==> src/rtl/blocked_bloom_filter_macros.svh <==
// Assertion macros for the blocked Bloom filter.
// Used by the top level; no other dependencies.
`ifndef BLOCKED_BLOOM_FILTER_MACROS_SVH
`define BLOCKED_BLOOM_FILTER_MACROS_SVH
`ifndef SYNTHESIS
`define BBF_ASSERT_NOW(label, clk, rstn, ante, cons) \
    label: assert property (@(posedge clk) disable iff (!(rstn)) (ante) |-> (cons)) \
        else $error("assertion failed");
`define BBF_ASSERT_NEXT(label, clk, rstn, ante, cons) \
    label: assert property (@(posedge clk) disable iff (!(rstn)) (ante) |=> (cons)) \
        else $error("assertion failed");
`else
`define BBF_ASSERT_NOW(label, clk, rstn, ante, cons)
`define BBF_ASSERT_NEXT(label, clk, rstn, ante, cons)
`endif
`endif

==> src/rtl/bbf_pkg.sv <==
// Shared types and constants for the blocked Bloom filter.
// No dependencies.
`default_nettype none
package bbf_pkg;

    localparam int unsigned DIV_W = 32;

    // actions
    localparam logic [1:0] ACT_INSERT = 2'd0;
    localparam logic [1:0] ACT_LOOKUP = 2'd1;
    localparam logic [1:0] ACT_CLEAR  = 2'd2;

    // register indexes
    localparam logic [1:0] REG_PROBES = 2'd0;
    localparam logic [1:0] REG_BBYTES = 2'd1;
    localparam logic [1:0] REG_BLOCKS = 2'd2;

    // hash constants
    localparam logic [31:0] HASH_SEED = 32'd2568;
    localparam logic [31:0] MM_C1     = 32'hcc9e2d51;
    localparam logic [31:0] MM_C2     = 32'h1b873593;
    localparam logic [31:0] MM_ADD    = 32'he6546b64;
    localparam logic [31:0] MM_F1     = 32'h85ebca6b;
    localparam logic [31:0] MM_F2     = 32'hc2b2ae35;
    localparam logic [31:0] MM_LEN    = 32'd8;
    localparam logic [31:0] MM_FIVE   = 32'd5;

    typedef struct packed {
        logic             start;
        logic [DIV_W-1:0] dividend;
        logic [DIV_W-1:0] divisor;
    } bbf_div_req_t;

    typedef struct packed {
        logic             done;
        logic [DIV_W-1:0] rem;
    } bbf_div_rsp_t;

endpackage
`default_nettype wire

==> src/rtl/bbf_div.sv <==
// Iterative restoring remainder unit, one quotient bit per cycle.
// Depends on bbf_pkg.
`default_nettype none
module bbf_div
    import bbf_pkg::*;
(
    input  wire logic   aclk,
    input  wire logic   aresetn,
    input  bbf_div_req_t req,
    output bbf_div_rsp_t rsp
);
    localparam int unsigned CW = $clog2(DIV_W);

    logic [DIV_W-1:0] rem_reg, rem_next;
    logic [DIV_W-1:0] quo_reg, quo_next;
    logic [DIV_W-1:0] dvs_reg, dvs_next;
    logic [CW-1:0]    cnt_reg, cnt_next;
    logic             busy_reg, busy_next;
    logic             done_reg, done_next;
    logic [DIV_W:0]   trial;

    always_comb begin
        rem_next  = rem_reg;
        quo_next  = quo_reg;
        dvs_next  = dvs_reg;
        cnt_next  = cnt_reg;
        busy_next = busy_reg;
        done_next = 1'b0;
        trial     = {rem_reg, quo_reg[DIV_W-1]};
        if (req.start) begin
            rem_next  = '0;
            quo_next  = req.dividend;
            dvs_next  = req.divisor;
            cnt_next  = '0;
            busy_next = 1'b1;
        end else if (busy_reg) begin
            if (trial >= {1'b0, dvs_reg}) begin
                rem_next = DIV_W'(trial - {1'b0, dvs_reg});
            end else begin
                rem_next = trial[DIV_W-1:0];
            end
            quo_next = {quo_reg[DIV_W-2:0], 1'b0};
            cnt_next = cnt_reg + 1'b1;
            if (cnt_reg == CW'(DIV_W - 1)) begin
                busy_next = 1'b0;
                done_next = 1'b1;
            end
        end
    end

    always_ff @(posedge aclk) begin
        if (!aresetn) begin
            busy_reg <= 1'b0;
            done_reg <= 1'b0;
            cnt_reg  <= '0;
        end else begin
            busy_reg <= busy_next;
            done_reg <= done_next;
            cnt_reg  <= cnt_next;
        end
        rem_reg <= rem_next;
        quo_reg <= quo_next;
        dvs_reg <= dvs_next;
    end

    assign rsp.done = done_reg;
    assign rsp.rem  = rem_reg;

endmodule
`default_nettype wire

==> config.mk <==
export PLATFORM = sky130hd
export DESIGN_NAME = bbf_div
export DESIGN_NICKNAME = d
export VERILOG_FILES = /design/src/rtl/blocked_bloom_filter_macros.svh /design/src/rtl/bbf_pkg.sv /design/src/rtl/bbf_div.sv
export SDC_FILE = /design/constraint.sdc
export NUM_CORES = 1
export LEC_CHECK = 0
export ABC_AREA = 1
export BUFFER_PORTS_ARGS = -buffer_cell sky130_fd_sc_hd__clkbuf_2
export CAP_MARGIN = 20
export CORE_MARGIN = 2
export CORE_UTILIZATION = 35
export CTS_BUF_LIST = sky130_fd_sc_hd__clkbuf_4 sky130_fd_sc_hd__clkbuf_8
export DETAILED_ROUTE_END_ITERATION = 16
export GPL_TIMING_DRIVEN = 0
export PLACE_DENSITY = 0.61
export SLEW_MARGIN = 40
export SYNTH_ARGS = -nofsm -noshare
export SYNTH_HDL_FRONTEND = slang
export SYNTH_SLANG_ARGS = --single-unit
export TNS_END_PERCENT = 20
==> constraint.sdc <==
create_clock -name aclk -period 2.25 [get_ports aclk]
set_input_delay 0.1125 -clock aclk [delete_from_list [all_inputs] [get_ports aclk]]
set_output_delay 0.1125 -clock aclk [all_outputs]
set_load 0.02 [all_outputs]
==> results.json <==
{
  "dr_total_vias": 6551,
  "hold_viol_final": 0,
  "final_common_cell": "nand2_1",
  "max_cap_viol_count": 0,
  "cp_slowest_cell": "dfxtp_1",
  "initial_core_util_pct": 35.7,
  "synth_area_um2": 6700,
  "nNetsFinal": 1257,
  "cts_sinks": 103,
  "skew_ns": 0.0215,
  "clk_latency_ns": 0.41,
  "yosys.area.top_type": "edfxtp_1",
  "htreeDepth": 3,
  "leakage_nw": 4.58,
  "hold_class": "input port to flip-flop",
  "dpl_worst_slack_ns": -0.291,
  "synth.top_cell.area_share_pct": 28.7,
  "path_common_cell": "nand2_1",
  "grt_pass1_vias": 6098,
  "cp-start-kind": "flip-flop",
  "cpPeakStageDelay_ns": 0.40,
  "dieWidth_um": 142,
  "rows": 50,
  "cp.required_ns": 2.54,
  "relSlewSlack_pct": 60.7,
  "fin_ws_ns": 0.0833,
  "diodes": 0,
  "cts_tree": "built",
  "grt_first_pass_wirelength_um": 29400,
  "antenna_found_initial": 0,
  "setup_violations": 0,
  "drtAntennaViolNets": 0,
  "die_area_um2": 20300,
  "io_pins": 100,
  "port-buffer-count": 99,
  "cp_num_buf_inv": 2,
  "first_pass_iters": 6,
  "clock_path_buffers": 2,
  "critPathKind": "flip-flop to flip-flop",
  "hold_start": "req[42]",
  "crit_family": "simple AND/OR/NAND/NOR gates",
  "clkSlewWorstSetupHoldPaths_ns": 0.12,
  "postSynthAreaPerCell_um2": 6.93,
  "synth_cell_types": 35,
  "end_kind": "flip-flop",
  "r2r_start": "rem_reg[14]",
  "drt_iter0_markers": 501,
  "viasPerCell": 4.70,
  "seq_area_frac_synth_pct": 40.3,
  "peakVddDrop_mv": 0.314,
  "status": "completed",
  "coreArea_um2": 18800,
  "max_freq_mhz": 462,
  "worstMarginPinSlew_ns": 0.587,
  "ctsRootBufferMaster": "clkbuf_8",
  "crit_chain": "ha_4 -> nand2_4 -> nor2_2 -> nand2_1 -> nor2_2 -> nand2_2 -> nand2_2 -> a21oi_4 -> buf_12 -> nand2_8 -> buf_8 -> nand2_1 -> nand3_1 -> nand2_1",
  "synth_warnings": 0,
  "synthCells": 967,
  "arrival_ns": 2.46,
  "drv_slew": 0,
  "place.gp.congestion": 0.960,
  "synth_seq_cells": 103,
  "drc": 0,
  "chipHeight_um": 142,
  "path_max_fanout": 7,
  "layout-drive-gt1-share_pct": 20.3,
  "gr-total-overflow": 0,
  "period_share_pct": 96.3,
  "wire_per_inst_um": 13.8,
  "syn2layout_area_growth_pct": 35.8,
  "powerDensity_nw_per_um2": 454,
  "period_minus_slack_ns": 2.17,
  "cts_buffers": 9,
  "dp_hpwl_um": 13700,
  "layout_common_cells": "nand2_1, inv_1, clkbuf_2",
  "drt-total-wl_um": 19300,
  "final_util_pct": 48.5,
  "syn_nets": 1069,
  "grt_start_max_net_pins": 34,
  "synth_area_leaders": "edfxtp_1, nand2_1, dfxtp_1",
  "grtUsageTotal_pct": 18.4,
  "setup.worst_path.start": "rem_reg[14]"
}
cells in the mapped netlist (all sizes together):
library cell,number
o21ai,21
or2,1
clkbuf,8
nand2,408
nand3b,23
o21bai,2
dfxtp,39
nor2,53
ha,34
buf,14
a21oi,24
nand4,1
inv,173
edfxtp,64
and3,1
clkinv,1
and2,2
a211oi,1
a31oi,1
fa,1
xnor2,12
nor3,11
xor2,2
nand3,70
routing by layer:
metal  up-vias  wire length (um)  global-route usage, %
met5         -                 0                      0
met4         0               413                   4.85
met3        30              1120                   4.85
met2       180              8760                   30.3
met1      2963              8970                   24.0
li1       3378                 -                      -
layout make-up:
type	count	area, um2
flip-flops and latches	103	2710
plain buffers	22	166
repair buffers	177	1330
multi-input cells	668	3750
inverters	174	653
well taps	234	293
clock inverters	7	83.8
clock buffers	9	124
fillers	1860	9670
stage by stage:
step	hold WS, ns	cells	total power [mW]	cell area, um2	TNS [ns]
finish	0.0252	1394	4.13	9100	0
global route	0.00295	1394	4.32	9100	-0.264
CTS	0.00231	1384	4.07	8480	-0.00236
detailed placement	0.291	1301	2.72	7520	-7.88
global placement	0.289	1300	2.70	7490	-62.89
floorplan	0.211	967	2.53	6700	0
worst min-delay path: stages:
cell and delay [ns]:
clkbuf_2 0.09, nand2_1 0.04, nand2_1 0.07
power breakdown:
| part | total, mW | switching, mW | leakage, nW | internal [mW] |
|---|---|---|---|---|
| sequential | 2.17 | 0.0361 | 0.958 | 2.13 |
| clock | 1.24 | 0.795 | 0.105 | 0.449 |
| combinational | 0.716 | 0.393 | 3.51 | 0.323 |
| total | 4.13 | 1.22 | 4.58 | 2.90 |
path summary, 6_finish.rpt:
kind	slack [ns]	endpoint	cells after the start
setup / recovery	0.08	rem_reg[30]	14
hold reg to reg	0.48	cnt_reg[4]	2
hold / removal	0.03	quo_reg[10]	3
setup reg to reg	0.08	rem_reg[30]	14
kinds of logic (layout without fill, tap and decap cells):
| family | Yosys count | in the layout | synth area share [%] |
|---|---|---|---|
| flip-flops | 103 | 103 | 40.3 |
| adder cells (fa/ha/maj) | 35 | 35 | 6.64 |
| AO/OA/AOI/OAI | 49 | 49 | 3.96 |
| buffers and inverters | 196 | 389 | 11.7 |
| AND/OR/NAND/NOR | 570 | 570 | 35.5 |
| XOR/XNOR | 14 | 14 | 1.83 |
what timing repair did:
action	CTS	global route
endpoints found under the hold margin	65	0
setup endpoints to repair	13	31
cloned	0	3
pin swaps	2	16
resized for setup	17	88
buffers inserted	3	7
hold buffers	64	0
Power figures use the tool's default switching activity.
